==> config.mk <==
export PLATFORM = sky130hd
export DESIGN_NAME = binary_command_stream_parser_flat
export DESIGN_NICKNAME = d
export VERILOG_FILES = /design/src/rtl/core/bcsp_pkg.sv /design/src/rtl/core/bcsp_if.sv /design/src/rtl/core/bcsp_front.sv /design/src/rtl/core/bcsp_queue.sv /design/src/rtl/core/bcsp_back.sv /design/src/rtl/core/binary_command_stream_parser.sv /design/src/flat_wrapper.sv
export SDC_FILE = /design/constraint.sdc
export NUM_CORES = 1
export LEC_CHECK = 0
export ABC_CLOCK_PERIOD_IN_PS = 13900
export BUFFER_PORTS_ARGS = -buffer_cell sky130_fd_sc_hd__buf_2
export CORE_MARGIN = 4
export CORE_UTILIZATION = 60
export CTS_BUF_LIST = sky130_fd_sc_hd__clkbuf_8
export DETAILED_ROUTE_END_ITERATION = 8
export PLACE_DENSITY = 0.81
export SYNTH_ARGS = -nofsm -noshare
export SYNTH_HDL_FRONTEND = slang
export SYNTH_SLANG_ARGS = --single-unit
==> constraint.sdc <==
create_clock -name clk -period 13.9 [get_ports clk]
set_input_delay 1.39 -clock clk [delete_from_list [all_inputs] [get_ports clk]]
set_output_delay 1.39 -clock clk [all_outputs]
set_load 0.01 [all_outputs]
==> src/rtl/core/bcsp_pkg.sv <==
// ----------------------------------------------------------------------------
// bcsp_pkg
// Shared types and constants of the binary command stream parser.
// ----------------------------------------------------------------------------
package bcsp_pkg;

    // Parse phases of the front end, one-hot.
    typedef enum logic [11:0] {
        PH_IDLE      = 12'b0000_0000_0001,
        PH_COUNT     = 12'b0000_0000_0010,
        PH_OPCODE    = 12'b0000_0000_0100,
        PH_FLAGS     = 12'b0000_0000_1000,
        PH_NC_ID     = 12'b0000_0001_0000,
        PH_NC_TYPE   = 12'b0000_0010_0000,
        PH_NC_PARENT = 12'b0000_0100_0000,
        PH_TS_NODE   = 12'b0000_1000_0000,
        PH_TS_LEN    = 12'b0001_0000_0000,
        PH_TS_SKIP   = 12'b0010_0000_0000,
        PH_LS_NODE   = 12'b0100_0000_0000,
        PH_LS_DATA   = 12'b1000_0000_0000
    } phase_t;

    localparam logic [7:0] OP_BATCH  = 8'h00;
    localparam logic [7:0] OP_NODE   = 8'h10;
    localparam logic [7:0] OP_TEXT   = 8'h30;
    localparam logic [7:0] OP_LAYOUT = 8'h41;

    // Shift position past which varuint payload bits are dropped.
    localparam logic [5:0] VU_SHIFT_LIMIT = 6'd32;
    localparam logic [5:0] VU_SHIFT_STEP  = 6'd7;

    typedef enum logic [2:0] {
        KIND_BATCH   = 3'd0,
        KIND_NODE    = 3'd1,
        KIND_TEXT    = 3'd2,
        KIND_LAYOUT  = 3'd3,
        KIND_UNKNOWN = 3'd4
    } kind_t;

    // Raw command record as the front end finds it; fields that do not
    // belong to the kind are masked by the back end.
    typedef struct packed {
        kind_t       kind;
        logic [31:0] number;
        logic [31:0] node;
        logic [7:0]  misc;
        logic [31:0] plen;
        logic [63:0] layout;
    } cmd_rec_t;

    typedef struct packed {
        logic     valid;
        cmd_rec_t rec;
    } cmd_slot_t;

endpackage

==> src/rtl/core/bcsp_if.sv <==
// ----------------------------------------------------------------------------
// bcsp_if
// Valid/ready channels of the parser: frame words in, command words out.
// ----------------------------------------------------------------------------
interface bcsp_byte_if;
    logic       valid;
    logic       ready;
    logic [7:0] in_byte;
    logic       frame_first;
    logic       frame_last;

    modport source (output valid, output in_byte, output frame_first,
                    output frame_last, input ready);
    modport sink (input valid, input in_byte, input frame_first,
                  input frame_last, output ready);
endinterface

interface bcsp_cmd_if;
    logic               valid;
    logic               ready;
    logic [2:0]         cmd_kind;
    logic [31:0]        cmd_number;
    logic [31:0]        node_ident;
    logic [7:0]         small_field;
    logic [31:0]        parent_or_length;
    logic signed [15:0] pos_x;
    logic signed [15:0] pos_y;
    logic [15:0]        size_w;
    logic [15:0]        size_h;

    modport source (output valid, output cmd_kind, output cmd_number,
                    output node_ident, output small_field,
                    output parent_or_length, output pos_x, output pos_y,
                    output size_w, output size_h, input ready);
    modport sink (input valid, input cmd_kind, input cmd_number,
                  input node_ident, input small_field,
                  input parent_or_length, input pos_x, input pos_y,
                  input size_w, input size_h, output ready);
endinterface

==> src/rtl/core/bcsp_front.sv <==
// ----------------------------------------------------------------------------
// bcsp_front
// Byte-level frame parser: tracks the parse phase, decodes varuints and
// pushes one raw command record per completed command.
// ----------------------------------------------------------------------------
module bcsp_front
    import bcsp_pkg::*;
(
    input  logic          clk,
    input  logic          rst_n,
    bcsp_byte_if.sink     frame,
    input  logic          queue_full,
    output cmd_slot_t     push
);

    phase_t      phase_reg,  phase_next;
    logic [2:0]  bcount_reg, bcount_next;
    logic [31:0] left_reg,   left_next;
    logic [31:0] index_reg,  index_next;
    logic [31:0] acc_reg,    acc_next;
    logic [5:0]  shift_reg,  shift_next;
    logic [31:0] node_reg,   node_next;
    logic [7:0]  type_reg,   type_next;
    logic [31:0] len_reg,    len_next;
    logic [31:0] skip_reg,   skip_next;
    logic [63:0] layout_reg, layout_next;

    logic        fire;
    logic [7:0]  b;
    phase_t      cur_phase;
    logic [2:0]  cur_bcount;
    logic [31:0] cur_left;
    logic [31:0] cur_index;
    logic [31:0] cur_acc;
    logic [5:0]  cur_shift;
    logic [31:0] vu_wide;
    logic [31:0] vu_acc;
    logic [5:0]  vu_shift;
    logic        vu_done;
    logic        do_advance;

    assign frame.ready = !queue_full;
    assign fire        = frame.valid && frame.ready;
    assign b           = frame.in_byte;

    // A first word restarts the parser at the count phase with its counters cleared.
    always_comb
    begin
        cur_phase  = frame.frame_first ? PH_COUNT : phase_reg;
        cur_bcount = frame.frame_first ? 3'd0 : bcount_reg;
        cur_left   = frame.frame_first ? 32'd0 : left_reg;
        cur_index  = frame.frame_first ? 32'd0 : index_reg;
        cur_acc    = frame.frame_first ? 32'd0 : acc_reg;
        cur_shift  = frame.frame_first ? 6'd0 : shift_reg;
    end

    // One LEB128 step; payload bits that land at bit 32 or above are lost.
    always_comb
    begin
        vu_wide  = {25'd0, b[6:0]} << cur_shift;
        vu_acc   = (cur_shift < VU_SHIFT_LIMIT) ? (cur_acc | vu_wide) : cur_acc;
        vu_shift = (cur_shift < VU_SHIFT_LIMIT) ? (cur_shift + VU_SHIFT_STEP) : cur_shift;
        vu_done  = !b[7];
    end

    always_comb
    begin
        phase_next  = phase_reg;
        bcount_next = bcount_reg;
        left_next   = left_reg;
        index_next  = index_reg;
        acc_next    = acc_reg;
        shift_next  = shift_reg;
        node_next   = node_reg;
        type_next   = type_reg;
        len_next    = len_reg;
        skip_next   = skip_reg;
        layout_next = layout_reg;
        do_advance  = 1'b0;

        push.valid       = 1'b0;
        push.rec.kind    = KIND_UNKNOWN;
        push.rec.number  = cur_index;
        push.rec.node    = node_reg;
        push.rec.misc    = b;
        push.rec.plen    = len_reg;
        push.rec.layout  = {layout_reg[55:0], b};

        if (fire)
        begin
            phase_next  = cur_phase;
            bcount_next = cur_bcount;
            left_next   = cur_left;
            index_next  = cur_index;
            acc_next    = cur_acc;
            shift_next  = cur_shift;

            unique case (cur_phase)
                PH_IDLE:
                begin
                end
                PH_COUNT:
                begin
                    left_next = {cur_left[23:0], b};
                    if (cur_bcount == 3'd3)
                    begin
                        bcount_next = 3'd0;
                        index_next  = 32'd0;
                        phase_next  = ({cur_left[23:0], b} == 32'd0) ? PH_IDLE : PH_OPCODE;
                    end
                    else
                    begin
                        bcount_next = cur_bcount + 3'd1;
                    end
                end
                PH_OPCODE:
                begin
                    acc_next   = 32'd0;
                    shift_next = 6'd0;
                    priority if (b == OP_BATCH)
                        phase_next = PH_FLAGS;
                    else if (b == OP_NODE)
                        phase_next = PH_NC_ID;
                    else if (b == OP_TEXT)
                        phase_next = PH_TS_NODE;
                    else if (b == OP_LAYOUT)
                        phase_next = PH_LS_NODE;
                    else
                    begin
                        push.valid    = 1'b1;
                        push.rec.kind = KIND_UNKNOWN;
                        phase_next    = PH_IDLE;
                    end
                end
                PH_FLAGS:
                begin
                    push.valid    = 1'b1;
                    push.rec.kind = KIND_BATCH;
                    do_advance    = 1'b1;
                end
                PH_NC_ID, PH_TS_NODE:
                begin
                    acc_next   = vu_acc;
                    shift_next = vu_shift;
                    if (vu_done)
                    begin
                        node_next  = vu_acc;
                        acc_next   = 32'd0;
                        shift_next = 6'd0;
                        phase_next = (cur_phase == PH_NC_ID) ? PH_NC_TYPE : PH_TS_LEN;
                    end
                end
                PH_NC_TYPE:
                begin
                    type_next  = b;
                    phase_next = PH_NC_PARENT;
                end
                PH_NC_PARENT:
                begin
                    acc_next   = vu_acc;
                    shift_next = vu_shift;
                    if (vu_done)
                    begin
                        push.valid     = 1'b1;
                        push.rec.kind  = KIND_NODE;
                        push.rec.misc  = type_reg;
                        push.rec.plen  = vu_acc;
                        do_advance     = 1'b1;
                    end
                end
                PH_TS_LEN:
                begin
                    acc_next   = vu_acc;
                    shift_next = vu_shift;
                    if (vu_done)
                    begin
                        len_next  = vu_acc;
                        skip_next = vu_acc;
                        if (vu_acc == 32'd0)
                        begin
                            push.valid    = 1'b1;
                            push.rec.kind = KIND_TEXT;
                            push.rec.plen = 32'd0;
                            do_advance    = 1'b1;
                        end
                        else
                        begin
                            phase_next = PH_TS_SKIP;
                        end
                    end
                end
                PH_TS_SKIP:
                begin
                    skip_next = skip_reg - 32'd1;
                    if (skip_reg == 32'd1)
                    begin
                        push.valid    = 1'b1;
                        push.rec.kind = KIND_TEXT;
                        do_advance    = 1'b1;
                    end
                end
                PH_LS_NODE:
                begin
                    acc_next   = vu_acc;
                    shift_next = vu_shift;
                    if (vu_done)
                    begin
                        node_next   = vu_acc;
                        bcount_next = 3'd0;
                        phase_next  = PH_LS_DATA;
                    end
                end
                PH_LS_DATA:
                begin
                    layout_next = {layout_reg[55:0], b};
                    if (cur_bcount == 3'd7)
                    begin
                        bcount_next   = 3'd0;
                        push.valid    = 1'b1;
                        push.rec.kind = KIND_LAYOUT;
                        do_advance    = 1'b1;
                    end
                    else
                    begin
                        bcount_next = cur_bcount + 3'd1;
                    end
                end
                default:
                begin
                    phase_next = PH_IDLE;
                end
            endcase

            if (do_advance)
            begin
                index_next = cur_index + 32'd1;
                left_next  = cur_left - 32'd1;
                phase_next = (cur_left == 32'd1) ? PH_IDLE : PH_OPCODE;
            end

            if (frame.frame_last)
            begin
                phase_next  = PH_IDLE;
                bcount_next = 3'd0;
            end
        end
    end

    always_ff @(posedge clk or negedge rst_n)
    begin
        if (!rst_n)
        begin
            phase_reg  <= PH_IDLE;
            bcount_reg <= 3'd0;
            left_reg   <= 32'd0;
            index_reg  <= 32'd0;
            acc_reg    <= 32'd0;
            shift_reg  <= 6'd0;
            skip_reg   <= 32'd0;
        end
        else
        begin
            phase_reg  <= phase_next;
            bcount_reg <= bcount_next;
            left_reg   <= left_next;
            index_reg  <= index_next;
            acc_reg    <= acc_next;
            shift_reg  <= shift_next;
            skip_reg   <= skip_next;
        end
    end

    always_ff @(posedge clk)
    begin
        node_reg   <= node_next;
        type_reg   <= type_next;
        len_reg    <= len_next;
        layout_reg <= layout_next;
    end

endmodule

==> src/rtl/core/bcsp_queue.sv <==
// ----------------------------------------------------------------------------
// bcsp_queue
// Small FIFO of command records between the parser and the output stage.
// ----------------------------------------------------------------------------
module bcsp_queue
    import bcsp_pkg::*;
#(
    parameter int DEPTH = 2
)
(
    input  logic      clk,
    input  logic      rst_n,
    input  cmd_slot_t push,
    input  logic      pop,
    output cmd_slot_t head,
    output logic      full
);

    localparam int PTR_W = $clog2(DEPTH);
    localparam int CNT_W = $clog2(DEPTH + 1);

    cmd_rec_t          slot_reg [DEPTH];
    logic [PTR_W-1:0]  wr_ptr_reg, wr_ptr_next;
    logic [PTR_W-1:0]  rd_ptr_reg, rd_ptr_next;
    logic [CNT_W-1:0]  count_reg,  count_next;
    logic              do_push;
    logic              do_pop;

    assign full       = (count_reg == CNT_W'(DEPTH));
    assign head.valid = (count_reg != '0);
    assign head.rec   = slot_reg[rd_ptr_reg];

    assign do_push = push.valid && !full;
    assign do_pop  = pop && head.valid;

    always_comb
    begin
        wr_ptr_next = wr_ptr_reg;
        rd_ptr_next = rd_ptr_reg;
        if (do_push)
            wr_ptr_next = (wr_ptr_reg == PTR_W'(DEPTH - 1)) ? '0 : wr_ptr_reg + 1'b1;
        if (do_pop)
            rd_ptr_next = (rd_ptr_reg == PTR_W'(DEPTH - 1)) ? '0 : rd_ptr_reg + 1'b1;
        count_next = count_reg + CNT_W'(do_push) - CNT_W'(do_pop);
    end

    always_ff @(posedge clk or negedge rst_n)
    begin
        if (!rst_n)
        begin
            wr_ptr_reg <= '0;
            rd_ptr_reg <= '0;
            count_reg  <= '0;
        end
        else
        begin
            wr_ptr_reg <= wr_ptr_next;
            rd_ptr_reg <= rd_ptr_next;
            count_reg  <= count_next;
        end
    end

    always_ff @(posedge clk)
    begin
        if (do_push)
            slot_reg[wr_ptr_reg] <= push.rec;
    end

endmodule

==> src/rtl/core/bcsp_back.sv <==
// ----------------------------------------------------------------------------
// bcsp_back
// Output stage: takes records from the queue, clears the fields that do not
// belong to the command kind and holds the word until it is taken.
// ----------------------------------------------------------------------------
module bcsp_back
    import bcsp_pkg::*;
(
    input  logic        clk,
    input  logic        rst_n,
    input  cmd_slot_t   head,
    output logic        pop,
    bcsp_cmd_if.source  command
);

    logic        valid_reg, valid_next;
    kind_t       kind_reg;
    logic [31:0] number_reg;
    logic [31:0] node_reg;
    logic [7:0]  small_reg;
    logic [31:0] plen_reg;
    logic [63:0] layout_reg;

    logic        load;
    kind_t       k;
    logic [31:0] node_fmt;
    logic [7:0]  small_fmt;
    logic [31:0] plen_fmt;
    logic [63:0] layout_fmt;

    assign load = head.valid && (!valid_reg || command.ready);
    assign pop  = load;
    assign k    = head.rec.kind;

    always_comb
    begin
        node_fmt   = (k == KIND_NODE || k == KIND_TEXT || k == KIND_LAYOUT)
                     ? head.rec.node : 32'd0;
        small_fmt  = (k == KIND_BATCH || k == KIND_NODE || k == KIND_UNKNOWN)
                     ? head.rec.misc : 8'd0;
        plen_fmt   = (k == KIND_NODE || k == KIND_TEXT) ? head.rec.plen : 32'd0;
        layout_fmt = (k == KIND_LAYOUT) ? head.rec.layout : 64'd0;
    end

    always_comb
    begin
        if (load)
            valid_next = 1'b1;
        else if (command.ready)
            valid_next = 1'b0;
        else
            valid_next = valid_reg;
    end

    always_ff @(posedge clk or negedge rst_n)
    begin
        if (!rst_n)
            valid_reg <= 1'b0;
        else
            valid_reg <= valid_next;
    end

    always_ff @(posedge clk)
    begin
        if (load)
        begin
            kind_reg   <= k;
            number_reg <= head.rec.number;
            node_reg   <= node_fmt;
            small_reg  <= small_fmt;
            plen_reg   <= plen_fmt;
            layout_reg <= layout_fmt;
        end
    end

    assign command.valid            = valid_reg;
    assign command.cmd_kind         = kind_reg;
    assign command.cmd_number       = number_reg;
    assign command.node_ident       = node_reg;
    assign command.small_field      = small_reg;
    assign command.parent_or_length = plen_reg;
    assign command.pos_x            = layout_reg[63:48];
    assign command.pos_y            = layout_reg[47:32];
    assign command.size_w           = layout_reg[31:16];
    assign command.size_h           = layout_reg[15:0];

endmodule

==> src/rtl/core/binary_command_stream_parser.sv <==
// ----------------------------------------------------------------------------
// binary_command_stream_parser
// Parses command frames one word per cycle while the queue has room and emits
// one command word per completed command.
// ----------------------------------------------------------------------------
// Throughput: one frame word and one command word per cycle, while the queue
// has room and the output word is taken. A completed command is written into
// the queue, then into the output register once that is empty or being taken.
// Input ready drops only while the command queue holds QUEUE_DEPTH entries.
// Reset: rst_n clears the parse phase and counters, the queue pointers and the
// output valid at once; there is no clearing pass.
module binary_command_stream_parser
    import bcsp_pkg::*;
#(
    parameter int QUEUE_DEPTH = 2   // at least 2
)
(
    input  logic       clk,
    input  logic       rst_n,
    bcsp_byte_if.sink  frame,
    bcsp_cmd_if.source command
);

    cmd_slot_t push_slot;
    cmd_slot_t head_slot;
    logic      queue_full;
    logic      queue_pop;

    bcsp_front u_front (
        .clk        (clk),
        .rst_n      (rst_n),
        .frame      (frame),
        .queue_full (queue_full),
        .push       (push_slot)
    );

    bcsp_queue #(
        .DEPTH (QUEUE_DEPTH)
    ) u_queue (
        .clk   (clk),
        .rst_n (rst_n),
        .push  (push_slot),
        .pop   (queue_pop),
        .head  (head_slot),
        .full  (queue_full)
    );

    bcsp_back u_back (
        .clk     (clk),
        .rst_n   (rst_n),
        .head    (head_slot),
        .pop     (queue_pop),
        .command (command)
    );

    // A command pushed into an empty pipeline reaches the output through the queue and the output register.
    assert property (@(posedge clk) disable iff (!rst_n)
        (push_slot.valid && !head_slot.valid && !command.valid) |=> ##1 command.valid)
        else $error("pushed command did not reach the output");

    // Taking a command word with nothing pushed frees room for the next input.
    assert property (@(posedge clk) disable iff (!rst_n)
        (command.valid && command.ready && !push_slot.valid) |=> frame.ready)
        else $error("input stalled after the output drained");

    // Layout fields are zero on every other kind.
    assert property (@(posedge clk) disable iff (!rst_n)
        (command.valid && command.cmd_kind != KIND_LAYOUT) |->
        (command.pos_x == 16'sd0 && command.pos_y == 16'sd0 &&
         command.size_w == 16'd0 && command.size_h == 16'd0))
        else $error("layout fields set on a non-layout command");

endmodule
==> src/flat_wrapper.sv <==
// flat-port wrapper written by rule: the top's interface ports become plain ports
module binary_command_stream_parser_flat import bcsp_pkg::*;
#(
    parameter int QUEUE_DEPTH = 2                
)
  (clk, rst_n, frame_valid, frame_in_byte, frame_frame_first, frame_frame_last, frame_ready, command_valid, command_cmd_kind, command_cmd_number, command_node_ident, command_small_field, command_parent_or_length, command_pos_x, command_pos_y, command_size_w, command_size_h, command_ready);
  bcsp_byte_if frame_i ();
  bcsp_cmd_if command_i ();
  input  logic clk;
  input  logic rst_n;
  input wire logic [$bits(frame_i.valid)-1:0] frame_valid;
  input wire logic [$bits(frame_i.in_byte)-1:0] frame_in_byte;
  input wire logic [$bits(frame_i.frame_first)-1:0] frame_frame_first;
  input wire logic [$bits(frame_i.frame_last)-1:0] frame_frame_last;
  output wire logic [$bits(frame_i.ready)-1:0] frame_ready;
  output wire logic [$bits(command_i.valid)-1:0] command_valid;
  output wire logic [$bits(command_i.cmd_kind)-1:0] command_cmd_kind;
  output wire logic [$bits(command_i.cmd_number)-1:0] command_cmd_number;
  output wire logic [$bits(command_i.node_ident)-1:0] command_node_ident;
  output wire logic [$bits(command_i.small_field)-1:0] command_small_field;
  output wire logic [$bits(command_i.parent_or_length)-1:0] command_parent_or_length;
  output wire logic [$bits(command_i.pos_x)-1:0] command_pos_x;
  output wire logic [$bits(command_i.pos_y)-1:0] command_pos_y;
  output wire logic [$bits(command_i.size_w)-1:0] command_size_w;
  output wire logic [$bits(command_i.size_h)-1:0] command_size_h;
  input wire logic [$bits(command_i.ready)-1:0] command_ready;
  assign frame_i.valid = frame_valid;
  assign frame_i.in_byte = frame_in_byte;
  assign frame_i.frame_first = frame_frame_first;
  assign frame_i.frame_last = frame_frame_last;
  assign frame_ready = frame_i.ready;
  assign command_valid = command_i.valid;
  assign command_cmd_kind = command_i.cmd_kind;
  assign command_cmd_number = command_i.cmd_number;
  assign command_node_ident = command_i.node_ident;
  assign command_small_field = command_i.small_field;
  assign command_parent_or_length = command_i.parent_or_length;
  assign command_pos_x = command_i.pos_x;
  assign command_pos_y = command_i.pos_y;
  assign command_size_w = command_i.size_w;
  assign command_size_h = command_i.size_h;
  assign command_i.ready = command_ready;
  binary_command_stream_parser #(.QUEUE_DEPTH(QUEUE_DEPTH)) u_core (.clk(clk), .rst_n(rst_n), .frame(frame_i), .command(command_i));
endmodule
# After elaboration in Yosys (flattened, before gate mapping)
# Memories as Yosys holds them, arrays and structs flattened.
# Cells that the tools add are included.
# Widths: inputs -> output; s select.
# word_totals
ff_bits	453
ramBits	342
inputBits	14
output_inout_bits	173
wordCells	156
mem_count	1
# op_classes
addsub	9
n_lt_le_gt_ge	1
eq_ne	25
n_shift	1
mux	69
n_bitwise	2
reduce_logical	27
# mem_list
memory	words	word_bits	rd	rd_clocked_by_memory_dff	wr	line_no	text
u_core.u_queue.slot_reg	2	171	1	0	1	bcsp_queue.sv:22	cmd_rec_t slot_reg [DEPTH];
# ops
cell	count
$mux 32	13
$pmux 32 s2	2
$mux 12	8
$pmux 32 s3	1
$pmux 12 s7	1
$mux 40	2
$eq 32x1->1 const B	2
$logic_not 32->1	2
$sub 32x1->32 const B	2
$mux 11	4
$mux 4	10
$add 32x1->32 const B	1
$or 32x32->32	1
$shl 7x6->32	1
$pmux 4 s6	1
$mux 3	7
$mux 6	3
$pmux 6 s3	1
$eq 12x1->1 const B	1
$eq 12x10->1 const B	1
$eq 12x11->1 const B	1
$eq 12x12->1 const B	1
$eq 12x2->1 const B	1
$eq 12x3->1 const B	1
other kinds (37)	66

# Longest topological paths before layout
# logic_depth
word_depth	12
depth_mapped	22
mapped_depth_nobuf	14

# Modules after synthesis
# Synthesis repeated with hierarchy kept, for this count alone.
# unflattened
cells_unflattened	2501
area_unflattened_um2	34772.1
# modules_own_cells
mod	n_inst	cells_per_inst	area_per_inst_um2	seq_area_each_um2
bcsp_front	1	1612	15442.3	7573.5
bcsp_queue	1	550	12853.6	10369.9
bcsp_back	1	339	6476.2	5159.9

# Worst setup path before layout
# No wires, ideal clock.
# synth_timing
path_type	input -> register
from	in frame_frame_first
to	mem u_core.u_queue.slot_reg[0][0] (netlist bit) (enable)
setup_time_ns	0.705
t_arrival_ns	11.178
t_required_ns	13.195
setup_slack_ns	2.017
path_stages	18
path_buffers	9
cell_sequence	buf_2 buf_4 buf_2 buf_2 buf_1 buf_1 clkbuf_1 clkbuf_1 clkbuf_1 nor2b_1 ha_1 ha_1 nand2_1 o21a_1 nand3_1 a31o_2 o21bai_1 nor2_1
# synth_via
elab_chain_len	12
elab_cells_between_ends	24
cone_classes	1 x order compare; 7 x eq/ne; 1 x shift; 12 x mux; 1 x bitwise; 2 x reduce/logical
# synth_rtl
item	line_no	text
from (decl)	flat_wrapper.sv:13	input wire logic [$bits(frame_i.frame_first)-1:0] frame_frame_first;
$mux 6	bcsp_front.sv:54	cur_shift = frame.frame_first ? 6'd0 : shift_reg;
$shl 7x6->32	bcsp_front.sv:60	vu_wide = {25'd0, b[6:0]} << cur_shift;
$or 32x32->32	bcsp_front.sv:61	vu_acc = (cur_shift < VU_SHIFT_LIMIT) ? (cur_acc | vu_wide) : cur_acc;
$mux 32	bcsp_front.sv:61	
$logic_not 32->1	bcsp_front.sv:179	if (vu_acc == 32'd0)
$mux 4	bcsp_front.sv:179	
$mux 4	bcsp_front.sv:175	if (vu_done)
$pmux 4 s6 (*)	bcsp_front.sv:98	unique case (cur_phase)
$mux 4 (*)	bcsp_front.sv:89	if (fire)
$logic_and 1x1->1 (*)	bcsp_queue.sv:33	assign do_push = push.valid && !full;
$mux 1 (*)	bcsp_queue.sv:65	if (do_push)
$mux 1 (implied by the code) (*)	bcsp_queue.sv:66	slot_reg[wr_ptr_reg] <= push.rec;
to (decl)	bcsp_queue.sv:22	
# Every way passes the cells marked *; elsewhere a longest branch is shown, timed or not.

# Worst setup path in the final report
# layout_timing
from	in frame_frame_first
to	mem u_core.u_queue.slot_reg[1][152] (netlist bit) (enable)
# layout_via
elab_chain_len	12
elab_cells_between_ends	24
cone_classes	1 x order compare; 7 x eq/ne; 1 x shift; 12 x mux; 1 x bitwise; 2 x reduce/logical
# layout_rtl
item	line_no	text
$mux 6	bcsp_front.sv:54	
$shl 7x6->32	bcsp_front.sv:60	
$or 32x32->32	bcsp_front.sv:61	
$mux 32 (*)	bcsp_front.sv:61	
via u_core.u_front.vu_acc[28]	bcsp_front.sv:37	logic [31:0] vu_acc;
$logic_not 32->1 (*)	bcsp_front.sv:179	
$mux 4 (*)	bcsp_front.sv:179	
$mux 4 (*)	bcsp_front.sv:175	
$pmux 4 s6 (*)	bcsp_front.sv:98	
$mux 4 (*)	bcsp_front.sv:89	
$logic_and 1x1->1 (*)	bcsp_queue.sv:33	
$mux 1 (*)	bcsp_queue.sv:65	
$mux 1 (implied by the code) (*)	bcsp_queue.sv:66	
# The timed path passes the listed nets; every way through them passes the cells marked *.

==> results.cfg <==
[timing]
period_share = 0.518
setup_viol = 0
holdWs_ns = 0.446
timing_hold_violations_final = 0
setup_slack_ns = 6.70
max_freq_mhz = 139
finClkSkew_ns = 0.0440
drv_slew = 0
maxSlewHeadroom = 0.118
max_slew.worst_pin.slew_ns = 1.31
timing.final.crit_period_ns = 7.20
grt_setup_unrepaired = false
tns_ns = 0

[die]
dieArea_sq_um = 59900
start_util = 0.608
core_area_sq_um = 55300
row_count = 86
ios = 187
die_h_microns = 245
die_w_microns = 245

[worst_setup_path]
end_kind = flip-flop
cp_max_fo = 77
required_ns = 14.25
r2r_slack_ns = 7.11
worstRegToRegCells = 10
path_class = in -> reg
r2r-end = u_core.u_queue.slot_reg[1][152]$_DFFE_PP_
cp_data_arrival_time_ns = 7.55
start_kind = input pin
r2r_start = u_core.u_front.shift_reg[0]$_DFFE_PN0P_

[clock_tree]
postCtsSetupBuffers = 0
ctsResizeCount = 0
cts_hold_buf = 0
clock-sinks = 795
cts_root_buffer = clkbuf_8
clkTransAtPathRegs_ns = 0.06
cts_tree = done
cts_made_buffers = 118
cts_max_level = 3
clkLatencyLatePin_ns = 0.74
clock_path_buffers = 3

[logic_synthesis]
synth-async-reset-ratio = 0.194
yosys_warnings = 0
ys_ff_latch = 795
synth_area_per_cell_sq_um = 13.4
synth_top_cell_by_area = edfxtp_1
yosys.area.top_type_share = 0.572
synth_area_leaders = edfxtp_1, dfrtp_1, mux2i_1
synth_commonest_cells = edfxtp_1, nor2_1, nand2_1
synth_edf_count = 641
synthDistinctLibCells = 89
synthFlopType = edfxtp_1
synth-seq-area-share = 0.687
syn_area_sq_um = 33600
synth_cells = 2513
syn-num-nets = 2538
yosysMostFrequentCell = edfxtp_1

[routing]
drt_drc_violations_left = 0
routedWlPerCell_microns = 23.2
first_pass_iters = 8
vias_per_cell = 6.26
wl_mm = 82.5
ant_nets = 0
vias = 22300
drt-initial-drc-count = 2495

[place]
port_buffers = 186
placed_cell_area_sq_um = 35400
routabilityCongestion = 0.934
place_hpwl_mm = 52.3
pre_cts_ws_ns = 6.01

[grt]
grt.overflow.total = 0
antenna_found_initial = 4
grt_max_degree = 168
grtUsageTotal = 0.272
grt_pass1_wl_mm = 127
grt_pass1_vias = 21800

[power_and_ir_drop]
p_leak_nw = 14.3
power_density_nw_per_um2 = 169
vdd_drop_max_mv = 0.140

[hold_path]
hold-path-cell-count = 0
min_from = u_core.u_front.node_reg[13]$_DFFE_PP_
hold_end = u_core.u_queue.slot_reg[1][117]$_DFFE_PP_
hp-class = reg -> reg

[run_status]
status = completed

[finish]
fill_cells = 3754
fin_nets = 2733
largest_reg_flops = 342
design_area_sq_um = 37600
area_growth_pct = 11.9
drive_above_1_share = 0.167

[job]
drv_cap = 0
==> worst max path at each step <==
stage                           start  depth (start not counted)                                   endpoint  slack (ns)
floorplan           frame_frame_first                         18    u_core.u_queue.slot_reg[0][0]$_DFFE_PP_        2.02
global placement    frame_frame_first                         11  u_core.u_queue.slot_reg[1][152]$_DFFE_PP_        6.11
detailed placement  frame_frame_first                         11  u_core.u_queue.slot_reg[1][152]$_DFFE_PP_        6.01
CTS                 frame_frame_first                         11  u_core.u_queue.slot_reg[1][152]$_DFFE_PP_        6.82
global route        frame_frame_first                         11  u_core.u_queue.slot_reg[1][152]$_DFFE_PP_        6.39
finish              frame_frame_first                         11  u_core.u_queue.slot_reg[1][152]$_DFFE_PP_        6.70
==> cell families after synthesis <==
| kind of cell | share of synthesized area |
|---|---|
| DFF | 0.687 |
| and+or+nand+nor | 0.109 |
| xor gates and xnor gates | 0.00182 |
| buffers and inverters | 0.0228 |
| adders and majority gates | 0.00409 |
| muxes | 0.0660 |
| AOI/OAI and AO/OA | 0.109 |
==> where the power goes <==
part           total [mW]  leakage [nW]  switching (mW)  internal [mW]
clock network        1.80          1.35           0.880          0.922
registers            3.12          8.05           0.189           2.94
logic                1.43          4.94           0.912          0.521
total                6.36          14.3            1.98           4.38
==> per-stage QoR <==
step / cells / utilization / total power [mW]
2_1_floorplan: 2513 / - / 4.10
3_3_place_gp: 3336 / 0.639 / 4.55
3_5_place_dp: 3336 / 0.639 / 4.59
4_1_cts: 3553 / 0.680 / 6.39
5_1_grt: 3555 / 0.680 / 6.65
6_report: 3556 / 0.681 / 6.36
==> metal layers <==
metal	vias up	track usage	wire, microns
met4	4	0.0871	2020
met1	11100	0.394	34800
met2	1060	0.413	37900
met3	157	0.0659	7740
met5	-	0	37
li1	9994	-	-
==> area by class of cell <==
| cell class | instances | area [sq um] | share of cell area |
|---|---|---|---|
| clock inverter | 90 | 529 | 0.0141 |
| timing repair buffer | 227 | 1280 | 0.0341 |
| inverter | 42 | 158 | 0.00419 |
| tap | 748 | 936 | 0.0249 |
| sequential | 795 | 23100 | 0.614 |
| antenna | 3 | 7.51 | 0.000199 |
| clock buffer | 127 | 1750 | 0.0464 |
| multi-input combinational | 1524 | 9870 | 0.262 |
==> worst max-delay path, cell delays in order <==
cell and delay, ns:
buf_4 0.43, buf_4 0.63, nand2b_1 0.57, nor2_1 0.19, a221o_1 0.49, or4_4 0.54
nor4_4 0.56, a31o_2 0.54, o21bai_1 0.31, nor2_4 0.85, buf_4 0.94
==> cell usage in the layout (no fill, tap or decap), drive strengths merged, types with 8 or more instances in the layout <==
cell type / instances
a211o: 8
a22o: 65
nand4: 15
and2: 13
clkinv: 31
a22oi: 21
nand3: 57
o31ai: 13
o21a: 8
dfrtp: 153
clkbuf: 127
or3: 14
nor2b: 42
or2: 10
nor4: 26
a31oi: 28
o31a: 10
o311ai: 10
a21oi: 58
a21o: 14
and3: 15
or4: 12
ha: 11
mux2i: 161
mux2: 50
buf: 227
nor2: 279
o2bb2ai: 9
o41ai: 9
inv: 96
a32oi: 16
edfxtp: 641
nand2b: 11
nand2: 183
o21ai: 136
nor3: 61
o211ai: 22
Power figures use the tool's default switching activity.
